**src/sv/swmq_pkg.sv**
```systemverilog
package swmq_pkg;

  // sizing
  localparam int VALUE_BITS  = 16;
  localparam int BLOCK_BITS  = 8;
  localparam int STACK_DEPTH = 4096;

  localparam int NUM_VALUES = 1 << VALUE_BITS;
  localparam int NUM_BLOCKS = 1 << BLOCK_BITS;
  localparam int BLK_SHIFT  = (VALUE_BITS > BLOCK_BITS) ? VALUE_BITS - BLOCK_BITS : 0;
  localparam int BLK_SIZE   = 1 << BLK_SHIFT;
  localparam int OFF_W      = BLK_SHIFT + 1;
  localparam int CNT_W      = $clog2(STACK_DEPTH + 1);
  localparam int SP_W       = $clog2(STACK_DEPTH);

  // port field widths
  localparam int DATA_W = 16;
  localparam int REQ_W  = 2;
  localparam int STAT_W = 2;

  // request codes
  localparam logic [REQ_W-1:0] REQ_PUSH   = 2'd0;
  localparam logic [REQ_W-1:0] REQ_POP    = 2'd1;
  localparam logic [REQ_W-1:0] REQ_MEDIAN = 2'd2;

  // status codes
  localparam logic [STAT_W-1:0] STAT_OK    = 2'd0;
  localparam logic [STAT_W-1:0] STAT_EMPTY = 2'd1;
  localparam logic [STAT_W-1:0] STAT_FULL  = 2'd2;

  typedef enum logic [3:0] {
    S_CLEAR,
    S_IDLE,
    S_PUSH_RD,
    S_PUSH_WR,
    S_POP_RD,
    S_POP_CNT,
    S_POP_WR,
    S_MB_RD,
    S_MB_CHK,
    S_MV_RD,
    S_MV_CHK,
    S_DONE
  } state_t;

  // access to the two count memories
  typedef struct packed {
    logic                  v_we;
    logic                  b_we;
    logic [VALUE_BITS-1:0] v_addr;
    logic [BLOCK_BITS-1:0] b_addr;
    logic [CNT_W-1:0]      v_wdata;
    logic [CNT_W-1:0]      b_wdata;
  } cnt_req_t;

  function automatic logic [BLOCK_BITS-1:0] block_of(input logic [VALUE_BITS-1:0] v);
    block_of = BLOCK_BITS'(v >> BLK_SHIFT);
  endfunction

endpackage

```
**src/sv/swmq_acc.sv**
```systemverilog
module swmq_acc
  import swmq_pkg::*;
(
  input  logic             clk,
  input  logic             clr,
  input  logic             add,
  input  logic [CNT_W-1:0] cnt_in,
  input  logic [CNT_W-1:0] k,
  output logic             lt
);

  logic [CNT_W-1:0] acc_r;
  logic [CNT_W:0]   sum;

  // running total plus the count under test, against the rank
  assign sum = {1'b0, acc_r} + {1'b0, cnt_in};
  assign lt  = sum < {1'b0, k};

  always_ff @(posedge clk) begin
    if (clr) begin
      acc_r <= '0;
    end else if (add) begin
      acc_r <= sum[CNT_W-1:0];
    end
  end

endmodule

```
**config.mk**
```make
export PLATFORM = sky130hd
export DESIGN_NAME = swmq_acc
export DESIGN_NICKNAME = d
export VERILOG_FILES = /design/src/sv/swmq_pkg.sv /design/src/sv/swmq_acc.sv
export SDC_FILE = /design/constraint.sdc
export NUM_CORES = 1
export LEC_CHECK = 0
export CORE_UTILIZATION = 40
export CTS_CLUSTER_DIAMETER = 60
export DETAILED_ROUTE_END_ITERATION = 10
export DONT_BUFFER_PORTS = 1
export HOLD_SLACK_MARGIN = 0.15
export SYNTH_ARGS = -nofsm -noshare
export SYNTH_HDL_FRONTEND = slang
export SYNTH_SLANG_ARGS = --single-unit
export TNS_END_PERCENT = 30
```
**constraint.sdc**
```tcl
create_clock -name clk -period 9.3 [get_ports clk]
set_input_delay 1.86 -clock clk [delete_from_list [all_inputs] [get_ports clk]]
set_output_delay 1.86 -clock clk [all_outputs]
set_load 0.005 [all_outputs]
```
### Yosys cells after proc, flatten, opt, wreduce, memory -nomap -nowiden

Index checks and enable logic that the tools add are counted.
W data, S select, Z words.

| storage, ports and cells | value |
|---|---|
| register bits after elaboration | 13 |
| input port bits | 29 |
| output and inout port bits | 1 |
| word-level logic and storage cells | 3 |

| operators by class | value |
|---|---|
| $add $sub $neg | 1 |
| magnitude comparators | 1 |

Operators by type and width:

| operator | number |
|---|---|
| $add A13 B13 Y14 | 1 |
| $lt A14 B13 Y1 | 1 |

### Logic depth before layout (Yosys ltp)

Gate-level depths: netlist of run 1.

| depth | value |
|---|---|
| word-level depth | 2 |
| depth in mapped cells | 13 |
| mapped depth without buffers | 13 |

### Worst setup path after synthesis of run 1

No wires, ideal clock.

| timing path | value |
|---|---|
| kind | input to output |
| from | input port cnt_in[0] |
| to | output port lt |
| data arrival time | 4182 ps |
| required time | 7440 ps |
| setup slack | 3258 ps |
| stages | 11 |
| path buffers | 0 |
| cells stage by stage | ha_1 -> fa_1 -> a21o_1 -> a221oi_4 -> o31ai_2 -> xor2_1 -> ha_1 -> a21o_1 -> a211oi_1 -> nand2_1 -> nor4_1 |

| between the ends | value |
|---|---|
| cells in the longest elaborated chain, start to end | 2 |

RTL lines:

| element | line | text |
|---|---|---|
| start: declaration | swmq_acc.sv:7 | `input logic [CNT_W-1:0] cnt_in,` |
| $add A13 B13 Y14 | swmq_acc.sv:16 | `assign sum = {1'b0, acc_r} + {1'b0, cnt_in};` |
| named net sum[10] | swmq_acc.sv:13 | `logic [CNT_W:0] sum;` |
| $lt A14 B13 Y1 | swmq_acc.sv:17 | `assign lt = sum < {1'b0, k};` |
| end: declaration | swmq_acc.sv:9 | `output logic lt` |

The timed path passes the listed nets, and every way through them passes these cells.

### Worst setup path in the final report of run 1

Ends and elaborated chain as after synthesis.

==> flow_metrics.env, run 1 <==
export IMPL_status="complete, no violations"
export IMPL_hold_viol_final=0
export IMPL_largest_reg_flops=13
export IMPL_power_density_nw_per_um2=168
export IMPL_post_cts_setup_buffers=0
export IMPL_rows=21
export IMPL_dieArea_um2=3930
export IMPL_clockRootBuffer="clkbuf_8"
export IMPL_path_clk_slew_ns=0.06
export IMPL_fp_dieH_um=62.7
export IMPL_synth_area_per_cell_um2=7.80
export IMPL_grt_pass1_wl_um=6050
export IMPL_diodes=0
export IMPL_min_path_type="reg -> reg"
export IMPL_crit_path_start_kind="primary input"
export IMPL_cts_num_sinks=13
export IMPL_antenna_left=0
export IMPL_die_w_um=62.7
export IMPL_grt_usage_pct=19.2
export IMPL_drive_gt1_share_pct=5.98
export IMPL_clk_latency_ns=0.25
export IMPL_clock_path_buffers=2
export IMPL_antenna_found_initial=0
export IMPL_drc=0
export IMPL_areaGrowthSynthToFinish_pct=4.58
export IMPL_drt_iter0_drc=24
export IMPL_setup_viol=0
export IMPL_synth_cell_type_count=43
export IMPL_grt_remaining_overflow=0
export IMPL_place_hpwl_um=2830
export IMPL_yosysTopAreaCellShare_pct=21.2
export IMPL_synth_cells=189
export IMPL_multi_input_area_um2=1130
export IMPL_finalMaxSlewViolations=0
export IMPL_timing_setup_tns_ns=0
export IMPL_drt_wl_total_um=3520
export IMPL_nFillCells=360
export IMPL_synth_warnings=0
export IMPL_async_reset_ff_share_pct=0
export IMPL_p_leak_uw=0.000741
export IMPL_rsz0062_at_grt="no"
export IMPL_finalWeightedCongestion=0.842
export IMPL_arrival_ns=4.49
export IMPL_wl_per_cell_um=15.3
export IMPL_first_global_vias=1338
export IMPL_synthFlopType="dfxtp_1"
export IMPL_syn_nets=244
export IMPL_criticalPathCategory="in -> out"
export IMPL_seq_area_frac_synth_pct=17.7
export IMPL_synth_edff_count=0
export IMPL_pin_count=30
export IMPL_reg_top3="acc_r (13)"
export IMPL_final_period_utilization_pct=68.3
export IMPL_nets=240
export IMPL_h_tree_depth=1
export IMPL_cts_resized=0
export IMPL_synth_area_top_cells="ha_1, dfxtp_1, a21oi_1, nand2_1, nor2_1"
export IMPL_synth_top_cell_by_area="ha_1"
export IMPL_core_area_um2=3440
export IMPL_crit_path_end_kind="primary output"
export IMPL_seqCellArea_um2=260
export IMPL_power_uw=259
export IMPL_initial_core_util_pct=42.8
export IMPL_worstPathRequired_ns=7.44
export IMPL_fin_crit_ns=6.35
export IMPL_final_setup_skew_ns=0.00354
export IMPL_worst_pin_slew_ns=0.499
export IMPL_tritoncts="done"
export IMPL_ctsHoldBuffers=0
export IMPL_viasPerCell=5.70
export IMPL_regMostFlops="acc_r"
export IMPL_peakVddDrop_mv=0.0864
export IMPL_synth_seq_cells=13
export IMPL_maxCapViolations=0
export IMPL_layout_common_cells="ha_1, nand2_1, nor2_1"
export IMPL_grt_start_max_net_pins=19
export IMPL_finish_instance_area_um2=1540
export IMPL_maxSlewHeadroom_pct=66.4
export IMPL_placed_area_um2=1500
export IMPL_route_vias_total=1311
export IMPL_layout_commonest_cell="ha_1"
export IMPL_drt_first_pass_iters=4
export IMPL_port_buffers=0
export IMPL_worst_path_max_fanout=4
export IMPL_syn_area_um2=1470
export IMPL_numCtsBuffers=3
export IMPL_fmax_mhz=158
==> cells by family after synthesis <==
logic type,after synthesis,synth area share [%]
and+or+nand+nor,68,23.0
adders and majority gates,26,22.6
buffers and inverters,23,5.94
AOI/OAI and AO/OA,42,20.2
muxes,6,4.07
DFF,13,17.7
xor gates and xnor gates,11,6.54
==> path summary, 6_finish.rpt <==
| kind | startpoint | to | slack (ns) | cells past startpoint |
|---|---|---|---|---|
| setup / recovery | cnt_in[0] | lt | 2.95 | 11 |
| hold / removal | acc_r[5] | acc_r[5] | 0.48 | 2 |
| setup reg to reg | acc_r[0] | acc_r[12] | 7.00 | 7 |
| hold reg to reg | acc_r[5] | acc_r[5] | 0.48 | 2 |
==> synthesized netlist by cell type, types with 2 or more instances <==
library cell,instances
nor2_1,17
xnor2_1,6
a31oi_1,2
dfxtp_1,13
inv_1,14
nand2_1,18
nand3_1,6
nand4_1,4
nand3b_1,2
nand2b_1,2
nor3_1,6
a21o_1,6
or4_1,2
nor2b_1,2
o21a_1,2
xor2_1,5
clkbuf_1,7
or3_1,2
ha_1,25
o21ai_0,6
mux2i_1,6
a21oi_1,15
==> metrics by stage <==
step | util [%] | setup slack (ns) | std cells | hold WS [ns]
detailed placement | 43.5 | 2.91 | 226 | 0.474
floorplan | - | 3.26 | 189 | 0.449
finish | 44.8 | 2.95 | 230 | 0.481
global placement | 43.5 | 2.98 | 226 | 0.454
CTS | 44.8 | 2.90 | 230 | 0.486
global route | 44.8 | 2.69 | 230 | 0.506
==> where the power goes <==
part	leakage (uW)	internal (uW)	switching [uW]
Combinational	0.000611	60.6	76.4
Clock	0.0000228	30.4	23.5
Sequential	0.000107	63.8	4.71
Total	0.000741	155	105
==> metal layers <==
layer | routed length [um] | global-route usage [%]
met1 | 1560 | 22.4
met5 | 0 | 0
met3 | 127 | 3.28
met2 | 1800 | 35.6
met4 | 38 | 5.23
==> area by class of cell <==
cell class	instances	area share, %
multi-input combinational	153	73.1
sequential	13	16.9
tap	46	3.73
inverter	14	3.41
clock buffer	4	2.92
==> worst max-delay path: stages <==
cell and delay (ns):
ha_1 0.21, fa_1 0.41, a21o_1 0.22, a221oi_4 0.36, o31ai_2 0.16, xor2_1 0.17
ha_1 0.19, a21o_1 0.17, a211oi_1 0.25, nand2_1 0.11, nor4_1 0.37
(Power assumes the default switching activity.)
==> run 2, diff against run 1 <==
==> constraint.sdc (replaced) <==
create_clock -name clk -period 6.2 [get_ports clk]
set_input_delay 1.24 -clock clk [delete_from_list [all_inputs] [get_ports clk]]
set_output_delay 1.24 -clock clk [all_outputs]
set_load 0.005 [all_outputs]
==> run 2 against run 1 <==
Worst hold slack is essentially flat; global-route usage grew 0.11 points; sequential cell count stayed put; critical path type unchanged; largest cell class unchanged.
==> flow_metrics.env, run 2 (synthesis gave the netlist of run 1 again) <==
export IMPL_status="complete, no violations"
export IMPL_power_density_nw_per_um2=253
export IMPL_drc=0
export IMPL_setup_ws_ns=1.10
export IMPL_worst_pin_slew_ns=0.501
export IMPL_grt_remaining_overflow=0
export IMPL_final_setup_skew_ns=0.00376
export IMPL_worst_path_max_fanout=4
export IMPL_peakVddDrop_mv=0.131
export IMPL_finalWeightedCongestion=0.843
export IMPL_cp_depth=11
export IMPL_wl_per_cell_um=15.4
export IMPL_place_ws_ns=1.06
export IMPL_antenna_found_initial=0
export IMPL_min_path_type="reg -> reg"
export IMPL_clock_path_buffers=2
export IMPL_post_route_util_pct=44.8
export IMPL_nets=240
export IMPL_fp_dieH_um=62.7
export IMPL_worst_path_buf_inv=0
export IMPL_grt_usage_pct=19.3
export IMPL_antenna_left=0
export IMPL_drive_gt1_share_pct=5.98
export IMPL_slowest_delay_ns=0.42
export IMPL_diodes=0
export IMPL_areaGrowthSynthToFinish_pct=4.58
export IMPL_worstPathRequired_ns=4.96
export IMPL_drt_first_pass_iters=4
export IMPL_first_global_vias=1342
export IMPL_layout_commonest_cell="ha_1"
export IMPL_grt_start_max_net_pins=19
export IMPL_rrSetupSlack_ns=3.89
export IMPL_critical_path_top_delay_family="compound AO/OA/AOI/OAI gates"
export IMPL_crit_chain="ha_1 -> fa_1 -> a21o_1 -> a221oi_4 -> o31ai_2 -> xor2_1 -> ha_1 -> a21o_1 -> a211oi_1 -> nand2_1 -> nor4_1"
export IMPL_arrival_ns=3.86
export IMPL_setup_viol=0
export IMPL_criticalPathCategory="in -> out"
export IMPL_finalMaxSlewViolations=0
export IMPL_cts_num_sinks=13
export IMPL_p_leak_uw=0.000741
export IMPL_layout_common_cells="ha_1, nand2_1, nor2_1"
export IMPL_crit_path_end_kind="primary output"
export IMPL_drt_wl_total_um=3540
export IMPL_rr_worst_depth=7
export IMPL_largest_reg_flops=13
export IMPL_numCtsBuffers=3
export IMPL_clk_latency_ns=0.25
export IMPL_final_period_utilization_pct=82.3
export IMPL_hold_viol_final=0
export IMPL_fmax_mhz=196
export IMPL_cts_resized=0
export IMPL_crit_path_start_kind="primary input"
export IMPL_drt_iter0_drc=21
export IMPL_slowest_stage="fa_1"
export IMPL_dieArea_um2=3930
export IMPL_h_tree_depth=1
export IMPL_maxCapViolations=0
export IMPL_grt_pass1_wl_um=6020
export IMPL_place_hpwl_um=2840
export IMPL_path_clk_slew_ns=0.06
export IMPL_clockRootBuffer="clkbuf_8"
export IMPL_viasPerCell=5.71
export IMPL_port_buffers=0
export IMPL_hold_path_depth=2
export IMPL_timing_setup_tns_ns=0
export IMPL_initial_core_util_pct=42.8
export IMPL_pin_count=30
export IMPL_core_area_um2=3440
export IMPL_fin_crit_ns=5.10
export IMPL_rows=21
export IMPL_route_vias_total=1313
export IMPL_die_w_um=62.7
export IMPL_ctsHoldBuffers=0
export IMPL_tritoncts="done"
export IMPL_maxSlewHeadroom_pct=66.2
export IMPL_post_cts_setup_buffers=0
export IMPL_regMostFlops="acc_r"
export IMPL_rsz0062_at_grt="no"
export IMPL_reg_top3="acc_r (13)"
## run 2: cell counts in the layout (fill, tap and decap cells not counted)
Identical to the previous run, type by type.
## run 2: final timing paths
kind / endpoint / startpoint
worst max register to register: acc_r[12] / acc_r[0]
worst min-delay path: acc_r[5] / acc_r[5]
worst min register to register: acc_r[5] / acc_r[5]
worst max-delay path: lt / cnt_in[0]
## run 2: worst register-to-register path, delay by kind of cell (launching register included)
kind | cells | cell delay, ns
fa+ha+maj | 2 | 0.63
compound gates | 3 | 0.66
simple gates | 2 | 0.63
flops | 1 | 0.31
## run 2: where the power goes
part | total (uW) | switching, uW | internal [uW]
logic | 206 | 115 | 91.1
registers | 103 | 7.10 | 95.7
clock network | 81.4 | 35.8 | 45.6
## run 2: final cells by class
class / instances / area, um^2
Tap cell: 46 / 57.6
Multi-Input combinational cell: 153 / 1130
Fill cell: 353 / 1900
Sequential cell: 13 / 260
Clock buffer: 4 / 45.0
Inverter: 14 / 52.6
## run 2: through the flow
| stage | instance area, um^2 | power (uW) | std cells | hold slack (ns) |
|---|---|---|---|---|
| finish | 1540 | 391 | 230 | 0.481 |
| global route | 1540 | 427 | 230 | 0.506 |
| CTS | 1540 | 394 | 230 | 0.488 |
| detailed placement | 1500 | 311 | 226 | 0.477 |
| global placement | 1500 | 300 | 226 | 0.454 |
| floorplan | 1470 | 271 | 189 | 0.449 |
## run 2: routing by layer
layer / GRT usage, % / vias up / share of wire (%)
met2: 35.5 / 33 / 51
met1: 22.3 / 605 / 43
met3: 3.28 / 3 / 5.0
met5: 0 / - / 0
met4: 6.69 / 0 / 1.0
li1: - / 672 / -
